**src/design/block_extent_set_engine_unit_assert.svh**
```systemverilog
// Assertion macros for the extent set engine.
// Included by modules that check their own control sequencing.
`ifndef BLOCK_EXTENT_SET_ENGINE_UNIT_ASSERT_SVH
`define BLOCK_EXTENT_SET_ENGINE_UNIT_ASSERT_SVH
`ifndef SYNTH
`define BES_ASSERT_SAME(lbl, ante, cons) \
   lbl: assert property (@(posedge clock) disable iff (reset) (ante) |-> (cons)) \
      else $error("extent set engine check failed");
`define BES_ASSERT_NEXT(lbl, ante, cons) \
   lbl: assert property (@(posedge clock) disable iff (reset) (ante) |=> (cons)) \
      else $error("extent set engine check failed");
`else
`define BES_ASSERT_SAME(lbl, ante, cons)
`define BES_ASSERT_NEXT(lbl, ante, cons)
`endif
`endif

```
**src/design/bes_pkg.sv**
```systemverilog
// Shared types and codes of the extent set engine.
// No dependencies.
package bes_pkg;

   localparam int DATA_W = 32;
   localparam int CSR_IDX_W = 1;

   localparam logic [2:0] OP_ADD        = 3'd0;
   localparam logic [2:0] OP_REMOVE     = 3'd1;
   localparam logic [2:0] OP_NEXT_RANGE = 3'd2;
   localparam logic [2:0] OP_NEXT_FREE  = 3'd3;
   localparam logic [2:0] OP_CHECK      = 3'd4;

   localparam logic [1:0] ST_OK   = 2'd0;
   localparam logic [1:0] ST_FULL = 2'd1;
   localparam logic [1:0] ST_BAD  = 2'd2;

   localparam logic [CSR_IDX_W-1:0] CSR_INIT_START = 1'd0;
   localparam logic [CSR_IDX_W-1:0] CSR_INIT_END   = 1'd1;

   localparam logic [1:0] SH_NONE = 2'd0;
   localparam logic [1:0] SH_INS  = 2'd1;
   localparam logic [1:0] SH_DEL  = 2'd2;

   typedef struct packed {
      logic load;
      logic scan_step;
      logic eval;
      logic wr1;
      logic shift_init;
      logic shift_step;
      logic wr2;
      logic finish;
   } cmd_type;

   typedef struct packed {
      logic scan_done;
      logic need_pass2;
      logic shift_done;
      logic out_free;
   } stat_type;

endpackage

```
**src/design/bes_ctrl.sv**
```systemverilog
// Sequencer of the extent set engine: scan, evaluate, write, shift, respond.
// Depends on bes_pkg and the assertion macro header.
`include "block_extent_set_engine_unit_assert.svh"
module bes_ctrl (
   input  logic              clock,
   input  logic              reset,
   input  logic              req_valid,
   output logic              req_ready,
   input  bes_pkg::stat_type st,
   output bes_pkg::cmd_type  cmd
);
   localparam logic [2:0] S_IDLE  = 3'd0;
   localparam logic [2:0] S_SCAN  = 3'd1;
   localparam logic [2:0] S_EVAL  = 3'd2;
   localparam logic [2:0] S_WR1   = 3'd3;
   localparam logic [2:0] S_SHIFT = 3'd4;
   localparam logic [2:0] S_WR2   = 3'd5;
   localparam logic [2:0] S_DONE  = 3'd6;

   logic [2:0] state_ff, state_in;

   always_comb begin
      state_in  = state_ff;
      cmd       = '0;
      req_ready = 1'b0;
      case (state_ff)
         S_IDLE: begin
            req_ready = 1'b1;
            if (req_valid) begin
               cmd.load = 1'b1;
               state_in = S_SCAN;
            end
         end
         S_SCAN: begin
            cmd.scan_step = 1'b1;
            if (st.scan_done) state_in = S_EVAL;
         end
         S_EVAL: begin
            cmd.eval = 1'b1;
            state_in = st.need_pass2 ? S_SCAN : S_WR1;
         end
         S_WR1: begin
            cmd.wr1        = 1'b1;
            cmd.shift_init = 1'b1;
            state_in       = S_SHIFT;
         end
         S_SHIFT: begin
            cmd.shift_step = 1'b1;
            if (st.shift_done) state_in = S_WR2;
         end
         S_WR2: begin
            cmd.wr2  = 1'b1;
            state_in = S_DONE;
         end
         S_DONE: begin
            // hold until the response register is free
            if (st.out_free) begin
               cmd.finish = 1'b1;
               state_in   = S_IDLE;
            end
         end
         default: state_in = S_IDLE;
      endcase
   end

   always_ff @(posedge clock) begin
      if (reset) begin
         state_ff <= S_IDLE;
      end else begin
         state_ff <= state_in;
      end
   end

   `BES_ASSERT_NEXT(a_accept_scans, req_valid && req_ready, state_ff == S_SCAN)
   `BES_ASSERT_NEXT(a_second_pass, state_ff == S_EVAL && st.need_pass2, state_ff == S_SCAN)
   `BES_ASSERT_NEXT(a_done_idle, state_ff == S_DONE && st.out_free, state_ff == S_IDLE)
endmodule

```
**config.mk**
```make
export PLATFORM = sky130hd
export DESIGN_NAME = bes_ctrl
export DESIGN_NICKNAME = d
export VERILOG_FILES = /design/src/design/bes_pkg.sv /design/src/design/bes_ctrl.sv
export VERILOG_INCLUDE_DIRS = /design/src /design/src/design
export SDC_FILE = /design/constraint.sdc
export NUM_CORES = 1
export LEC_CHECK = 0
export BUFFER_PORTS_ARGS = -buffer_cell sky130_fd_sc_hd__buf_2
export CORE_AREA = 2 2 39 41
export CTS_CLUSTER_SIZE = 14
export DETAILED_ROUTE_END_ITERATION = 8
export DIE_AREA = 0 0 41 43
export PLACE_DENSITY = 0.52
export SLEW_MARGIN = 5
export SYNTH_ARGS = -nofsm -noshare
export SYNTH_HDL_FRONTEND = slang
export SYNTH_SLANG_ARGS = --single-unit
export TNS_END_PERCENT = 5
```
**constraint.sdc**
```tcl
create_clock -name clock -period 1 [get_ports clock]
set_clock_uncertainty 0.15 [all_clocks]
set_input_delay 0.1 -clock clock [delete_from_list [all_inputs] [get_ports clock]]
set_output_delay 0.1 -clock clock [all_outputs]
set_load 0.01 [all_outputs]
```
# Word level (Yosys, flattened, before mapping)
# Index checks and enable logic that the tools add are counted.
[totals]
regBits = 3
latch_bits = 0
mem_bits_rw = 0
romBits = 0
input_bits = 7
output_inout_bits = 9
word_cells = 29
memories = 0
[op_classes]
addsub = 0
n_mul = 0
n_div = 0
magnitude_cmp = 0
n_eq_ne = 10
n_shift = 0
mux = 16
bitwise_logic = 0
n_reduce_logical = 2
[ops]
columns = ["op", "n"]
rows = [
  ["one-hot mux 3 bit (7 select lines)", 1],
  ["2-to-1 mux 3 bit", 4],
  ["== test 3 bit (second input constant)", 3],
  ["2-to-1 mux 1 bit", 9],
  ["inequality test 2 bit (second input constant)", 4],
  ["== test 3 x 2 -> 1 bit (second input constant)", 2],
  ["2-to-1 mux 2 bit", 2],
  ["AND reduction 4 bit", 1],
  ["== test 3 x 1 -> 1 bit (second input constant)", 1],
  ["zero test 3 bit", 1],
]

# Longest topological paths before layout
# Gate-level depths: netlist of run 1.
[logic_depth]
word_depth = 3
depth_mapped = 4
ltp_nobuf = 3

# Worst setup path after synthesis of run 1
# No wires, ideal clock.
[synth_timing]
path_type = "register -> output"
start = "register state_ff[0]"
end = "output cmd[7] (netlist name)"
arrival_ps = 832
required_ps = 750
path_slack_ps = -82
stages_incl_launch_ff = 4
path_buffers = 1
cell_sequence = "dfxtp_1 buf_6 nor3_4 and2_1"
[synth_lines]
columns = ["element", "line", "text"]
rows = [
  ["start: declaration", "bes_ctrl.sv:20", "logic [2:0] state_ff, state_in;"],
  ["start signal: assignment", "bes_ctrl.sv:70", "state_ff <= state_in;"],
  ["end: declaration", "bes_ctrl.sv:10", "output bes_pkg::cmd_type cmd"],
]

==> metrics.csv, run 1 <==
metric;value;unit
outcome;finished, violations left;
violations;negative setup slack;
synth_cells;29;
worstRegToRegCells;5;
vias_per_cell;4.288;
root_buffer;clkbuf_4;
endpoint_kind;output port;
design_area;427.9;um^2
cp.required;0.75;ns
drive_gt1_share;62.00;%
reg_top3;state_ff: 3 flops;
gp_congestion;0.5915;
yosys_warnings;0;
fin_crit;1.334;ns
worst-slew-pin-transition;0.1532;ns
combPwrFrac;24.5;%
max-vdd-ir-drop;0.5935;mV
hpwl;451.1;um
diodes;0;
core_area;0.001384;mm^2
worstHoldStart;st[3];
dpl_cell_area;344.1;um^2
die_w;41;um
area_growth;66.02;%
cts.clk_slew.worst_paths;0.04;ns
finalCritPeriodShare;133.4;%
switchingPower;0.1245;mW
grt_setup_unrepaired;yes;
first_pass_iters;2;
grt_pass1_vias;273;
cts_tree;done;
htreeDepth;1;
dr.max_layer_used;met3;
io_pins;16;
clkPwrFrac;45.4;%
cts.sinks;3;
layout_setup_ws;-0.3343;ns
setup_violations;12;
worstPathArrival;1.08;ns
hp-class;in2reg;
start_util;18.63;%
r2r_start;state_ff[2];
cts_buffer_depth;2;
synth_area;257.7;um^2
antenna_found_initial;0;
power_frac_seq;30.1;%
cts-buffers-inserted;3;
drtIter0Drc;5;
die_area;0.001763;mm^2
grt_pass1_wl;952;um
clock_latency;0.23;ns
swShare;26.37;%
worst-r2r-setup-slack;-0.12;ns
setup_tns;-2.864;ns
vias;283;
whs_path_depth;3;
worstPathMaxFanout;6;
place_ws;-0.1496;ns
fp.dieH;43;um
wl_met3;53;um
slew_headroom;89.49;%
grt_max_degree;12;
totalWireLength;567;um
p_int;0.3475;mW
grt_use_total;8.333;%
worstSetupStartpointType;flip-flop;
overflow;0;
synth_top_area_share;23.30;%
ys_ff_latch;3;
leakagePower;0.2006;nW
wl_per_cell;8.591;um
worstSetupPathType;reg2out;
hold_violations;0;
wl_met2;298;um
largest_register_ffs;3;
total_power;0.4720;mW
pwr_density_cell;1103;mW/mm^2
slew_viol_final;0;
top_register;state_ff;
ant_nets;0;
mappedNetlistNets;36;
port_buffers;15;
ys_types;17;
fmax;0.7494;GHz
yosysSeqAreaShare;23.30;%
drv_cap;0;
yosys.area.top_type;dfxtp_1;
nets;58;
hold-path-endpoint;state_ff[1];
synth.area.top_cells;dfxtp_1 (23%), buf_6 (13%), nor3_4 (6.3%), a21oi_1 (5.8%), nor2_1 (5.8%);
m1WireLength;215;um
avgSynthCellArea;8.888;um^2
r2r-end;state_ff[0];
rows;14;
drc_errors;0;
[cells in the mapped netlist]
| library cell | number |
|---|---|
| a32oi_1 | 1 |
| a21oi_1 | 3 |
| nor3b_1 | 2 |
| buf_6 | 3 |
| dfxtp_1 | 3 |
| and3b_2 | 1 |
| o21ai_1 | 1 |
| nor2_1 | 4 |
| buf_4 | 1 |
| nand3b_1 | 1 |
| and3b_4 | 1 |
| o21ai_0 | 2 |
| mux2i_1 | 1 |
| and2b_1 | 1 |
| and2_1 | 2 |
| nor3_4 | 1 |
| and4b_2 | 1 |
[placed cells by master, fill, tap and decap left out, drive strengths merged]
cell         synthesis  final
nor3b                2      2
a32oi                1      1
o21ai                3      3
dlygate4sd3          0      1
nand3b               1      1
and2b                1      1
clkbuf               0      4
and2                 2      2
mux2i                1      1
nor3                 1      1
and3b                2      2
a21oi                3      3
buf                  4     20
nor2                 4      4
dfxtp                3      3
and4b                1      1
[what timing repair did]
action | CTS | global route
setup endpoints to repair | 12 | 12
pin swaps | 3 | 0
buffers inserted | 1 | 0
hold buffers | 1 | 0
endpoints found under the hold margin | 3 | 0
gates resized for setup | 10 | 0
[how the worst max path moves through the flow]
stage	startpoint	to	slack (ns)	cells past startpoint
3_3_place_gp	state_ff[0]	state_ff[0]	-0.14	3
2_1_floorplan	state_ff[0]	cmd[7]	-0.07	3
6_report	state_ff[2]	cmd[7]	-0.33	4
5_1_grt	state_ff[2]	cmd[7]	-0.40	4
3_5_place_dp	state_ff[0]	cmd[0]	-0.15	2
4_1_cts	state_ff[2]	cmd[7]	-0.35	4
[critical path, stage by stage, from the launching register on]
cell,delay (ns)
dfxtp_2,0.32
buf_6,0.13
nor3_4,0.15
and2_4,0.16
buf_6,0.09
[power by group through the flow]
stage / clock network [mW] / registers [mW] / logic, mW
floorplan: 0 / 0.133 / 0.0812
global placement: 0 / 0.141 / 0.103
detailed placement: 0 / 0.142 / 0.103
CTS: 0.226 / 0.142 / 0.117
global route: 0.235 / 0.145 / 0.129
finish: 0.214 / 0.142 / 0.116
[metrics by stage]
stage / hold slack, ns / cells / utilization (%)
2_1_floorplan: 0.01907 / 29 / -
3_3_place_gp: 0.1475 / 60 / 24.86
3_5_place_dp: 0.1499 / 60 / 24.86
4_1_cts: 0.02577 / 66 / 30.92
5_1_grt: 0.05294 / 66 / 30.92
6_report: 0.02984 / 66 / 30.92
[routing by layer]
metal,up-vias,track usage (%)
met3,0,7.853
met5,-,0
met2,12,13.13
met1,127,7.395
met4,0,2.000
li1,144,-
[cell families (layout without fill, tap and decap cells)]
logic type	after synthesis	after routing	synth area share, %
buffers and inverters	4	25	16.02
DFF	3	3	23.30
and+or+nand+nor	14	14	41.75
AOI/OAI and AO/OA	7	7	15.05
muxes	1	1	3.884
[layout make-up]
cell class,instances,area (um^2)
fillers,164,955.9
flip-flops and latches,3,63.81
well taps,16,20.02
multi-input cells,22,158.9
repair buffers,21,158.9
clock buffers,4,26.28
(Power assumes the default switching activity.)
==> run 2: changes to the inputs <==
--- a/config.mk
+++ b/config.mk
@@ -6,12 +6,13 @@
 export SDC_FILE = /design/constraint.sdc
 export NUM_CORES = 1
 export LEC_CHECK = 0
+export ABC_AREA = 1
 export BUFFER_PORTS_ARGS = -buffer_cell sky130_fd_sc_hd__buf_2
 export CORE_AREA = 2 2 39 41
 export CTS_CLUSTER_SIZE = 14
 export DETAILED_ROUTE_END_ITERATION = 8
 export DIE_AREA = 0 0 41 43
-export PLACE_DENSITY = 0.52
+export PLACE_DENSITY = 0.54
 export SLEW_MARGIN = 5
 export SYNTH_ARGS = -nofsm -noshare
 export SYNTH_HDL_FRONTEND = slang
==> run 2 against run 1 <==
Net effect: die area stayed put; sequential cell count stayed put; clock power is 2% lower; worst hold slack better by 0.011 ns; register-to-register slack worse by 0.17 ns; maximum frequency is 1.9% higher; highest routed layer is now met4; the run still ends with negative setup slack left; design area is 27% higher; sequential share of layout area is 1.8 points lower; critical endpoint is now cmd[0]; combinational power is 150% higher.
==> metrics.csv, run 2 <==
metric;value;unit;change
die_w;41;um;unchanged
worst-path-buf-inv;2;;unchanged
synth_common_cells;inv_1 (7), nor2_1 (5), nand2_1 (4);;was nor2_1 (4), a21oi_1 (3), buf_6 (3), dfxtp_1 (3)
die_area;0.001763;mm^2;unchanged
layout_common_cells;buf_2 (15), buf_4 (8), nor2_1 (4), inv_1 (4), nand2_1 (4);;was buf_2 (11), buf_6 (7), nor2_1 (4)
dpl_cell_area;402.9;um^2;was 344.1 um^2
worstPathCellList;nand2_4 > buf_6 > nor3_2 > buf_2;;was buf_6 > nor3_4 > and2_4 > buf_6
whs_path_depth;4;;was 3
clkPwrFrac;31.6;%;was 45.4%
final_util;39.33;%;was 30.92%
ant_nets;0;;unchanged
power_frac_seq;24.8;%;was 30.1%
p_int;0.4242;mW;was 0.3475 mW
area_growth;92.48;%;was 66.02%
start_util;20.43;%;was 18.63%
finalCritPeriodShare;131.0;%;was 133.4%
grt_use_total;11.02;%;was 8.333%
combPwrFrac;43.5;%;was 24.5%
fmax;0.7635;GHz;was 0.7494 GHz
grt_pass1_vias;345;;was 273
endpoint_kind;output port;;unchanged
vias;384;;was 283
worst-slew-pin-transition;0.2049;ns;was 0.1532 ns
grt_max_degree;7;;was 12
synth.area.top_cells;dfxtp_1 (21%), inv_1 (9.3%), nand3_2 (7.1%), nand2_2 (6.6%), nor2_1 (6.6%);;was dfxtp_1 (23%), buf_6 (13%), nor3_4 (6.3%), a21oi_1 (5.8%), nor2_1 (5.8%)
worstSetupStartpointType;flip-flop;;unchanged
synth_flop_cell;dfxtp_1;;unchanged
synth_cells;43;;was 29
vias_per_cell;4.364;;was 4.288
synth_top_family_by_area;simple AND/OR/NAND/NOR gates;;unchanged
hpwl;546.1;um;was 451.1 um
overflow;0;;unchanged
drc_errors;0;;unchanged
port_buffers;15;;unchanged
largest_register_ffs;3;;unchanged
r2r_start;state_ff[0];;was state_ff[2]
swShare;36.03;%;was 26.37%
gp_congestion;0.8222;;was 0.5915
cp.required;0.75;ns;about the same
hold_slack;0.04107;ns;was 0.02984 ns
synth_top_area_share;21.24;%;was 23.30%
hold_violations;0;;unchanged
worstHoldStart;st[3];;unchanged
top_register;state_ff;;unchanged
avgSynthCellArea;6.576;um^2;was 8.888 um^2
hp-class;in2reg;;unchanged
worstPathArrival;1.06;ns;was 1.08 ns
drtIter0Drc;1;;was 5
cts.clk_slew.worst_paths;0.04;ns;about the same
wl_per_cell;9.557;um;was 8.591 um
synthArstFlopShare;0;%;unchanged
max-vdd-ir-drop;0.5276;mV;was 0.5935 mV
worstRegToRegCells;7;;was 5
violations;negative setup slack;;unchanged
yosys.area_share.adder;0;%;unchanged
htreeDepth;1;;unchanged
total_power;0.6631;mW;was 0.4720 mW
worstSetupPathType;reg2out;;unchanged
cp_slowest_cell;dfxtp_4;;was dfxtp_2
layout_commonest_cell;buf_2;;unchanged
drive_gt1_share;72.22;%;was 62.00%
place_ws;-0.2319;ns;was -0.1496 ns
clock_latency;0.23;ns;about the same
yosys_warnings;0;;unchanged
outcome;finished, violations left;;unchanged
switchingPower;0.2389;mW;was 0.1245 mW
synthXorXnorAreaFrac;0;%;unchanged
core_area;0.001384;mm^2;unchanged
grt_pass1_wl;1262;um;was 952 um
fp.dieH;43;um;unchanged
synth_area;282.8;um^2;was 257.7 um^2
cts_buffer_depth;2;;unchanged
io_pins;16;;unchanged
yosysMostFrequentCell;inv_1;;was nor2_1
cpPeakStageDelay;0.41;ns;was 0.32 ns
cts-buffers-inserted;3;;unchanged
fin_crit;1.310;ns;was 1.334 ns
synth_mux_area_share;0;%;was 3.883%
setup_violations;12;;unchanged
cts_tree;done;;unchanged
worstPathMaxFanout;6;;unchanged
ys_ff_latch;3;;unchanged
root_buffer;clkbuf_4;;unchanged
first_pass_iters;2;;unchanged
leakagePower;0.2964;nW;was 0.2006 nW
synth_compound_area_share;13.72;%;was 15.05%
reg_top3;state_ff: 3 flops;;unchanged
diodes;0;;unchanged
critical-path-top-delay-family;flip-flops;;unchanged
rows;14;;unchanged
yosys.area.top_type;dfxtp_1;;unchanged
cts.sinks;3;;unchanged
slew_headroom;86.20;%;was 89.49%
pwr_density_cell;1218;mW/mm^2;was 1103 mW/mm^2
grt_setup_unrepaired;yes;;unchanged
synth_edf_count;0;;unchanged
worst-r2r-setup-slack;-0.29;ns;was -0.12 ns
design_area;544.3;um^2;was 427.9 um^2
synth_simple_gate_area_share;45.13;%;was 41.75%
nets;80;;was 58
totalWireLength;841;um;was 567 um
antenna_found_initial;0;;unchanged
r2r-end;state_ff[2];;was state_ff[0]
layout_setup_ws;-0.3098;ns;was -0.3343 ns
slew_viol_final;0;;unchanged
mappedNetlistNets;50;;was 36
hold-path-endpoint;state_ff[0];;was state_ff[1]
ys_types;19;;was 17
drv_cap;0;;unchanged
yosysSeqAreaShare;21.24;%;was 23.30%
-- run 2: worst max path at each step --
stage                     cells after the start  slack (ns)        start           to
final                                         4       -0.31  state_ff[1]       cmd[0]
after global routing                          4       -0.36  state_ff[1]       cmd[0]
after CTS                                     4       -0.30  state_ff[1]       cmd[0]
after detailed placement                      6       -0.23  state_ff[2]  state_ff[2]
after global placement                        5       -0.23  state_ff[2]  state_ff[1]
after floorplan                               8       -0.13  state_ff[2]  state_ff[2]
-- run 2: cells by family (layout without fill, tap and decap cells) --
kind of cell,Yosys count,after routing
buffers and inverters,11,40
DFF,3,3
AOI/OAI and AO/OA,7,7
and+or+nand+nor,22,22
-- run 2: power groups by stage --
stage / combinational [mW] / sequential (mW) / clock, mW
2_1_floorplan: 0.141 / 0.154 / 0
3_3_place_gp: 0.200 / 0.160 / 0
3_5_place_dp: 0.202 / 0.160 / 0
4_1_cts: 0.273 / 0.159 / 0.223
5_1_grt: 0.317 / 0.165 / 0.241
6_report: 0.289 / 0.165 / 0.210
-- run 2: metal layers --
| layer | up-vias | track usage [%] | routed length [um] |
|---|---|---|---|
| met1 | 178 | 10.54 | 300 |
| met2 | 9 | 17.50 | 484 |
| met4 | 0 | 10.00 | 14 |
| met3 | 2 | 3.141 | 42 |
| met5 | - | 0 | 0 |
| li1 | 195 | - | - |
-- run 2: per-stage QoR --
stage / std cells / TNS [ns]
after floorplan: 43 / -0.5472
after global placement: 77 / -1.490
after detailed placement: 77 / -1.499
after CTS: 88 / -3.079
after global routing: 88 / -3.911
final: 88 / -3.181
-- run 2: worst reg2reg max path, delay by kind of cell (launching register included) --
family / cells / cell delay (ns)
AOI/OAI and AO/OA: 2 / 0.21
buffers and inverters: 2 / 0.17
and+or+nand+nor: 3 / 0.30
DFF: 1 / 0.37
-- run 2: layout make-up --
class,count,area (um^2)
repair buffers,27,178.9
inverters,9,40.04
flip-flops and latches,3,71.32
clock buffers,4,26.28
multi-input cells,29,207.7
fillers,160,839.6
well taps,16,20.02
-- run 2: repair_timing --
action                                  in CTS  in global routing
endpoints found under the setup margin      12                 12
endpoints found under the hold margin        3                  0
resized for setup                           14                  5
pin swaps                                    6                  0
buffers inserted                             6                  0
hold buffers                                 1                  0
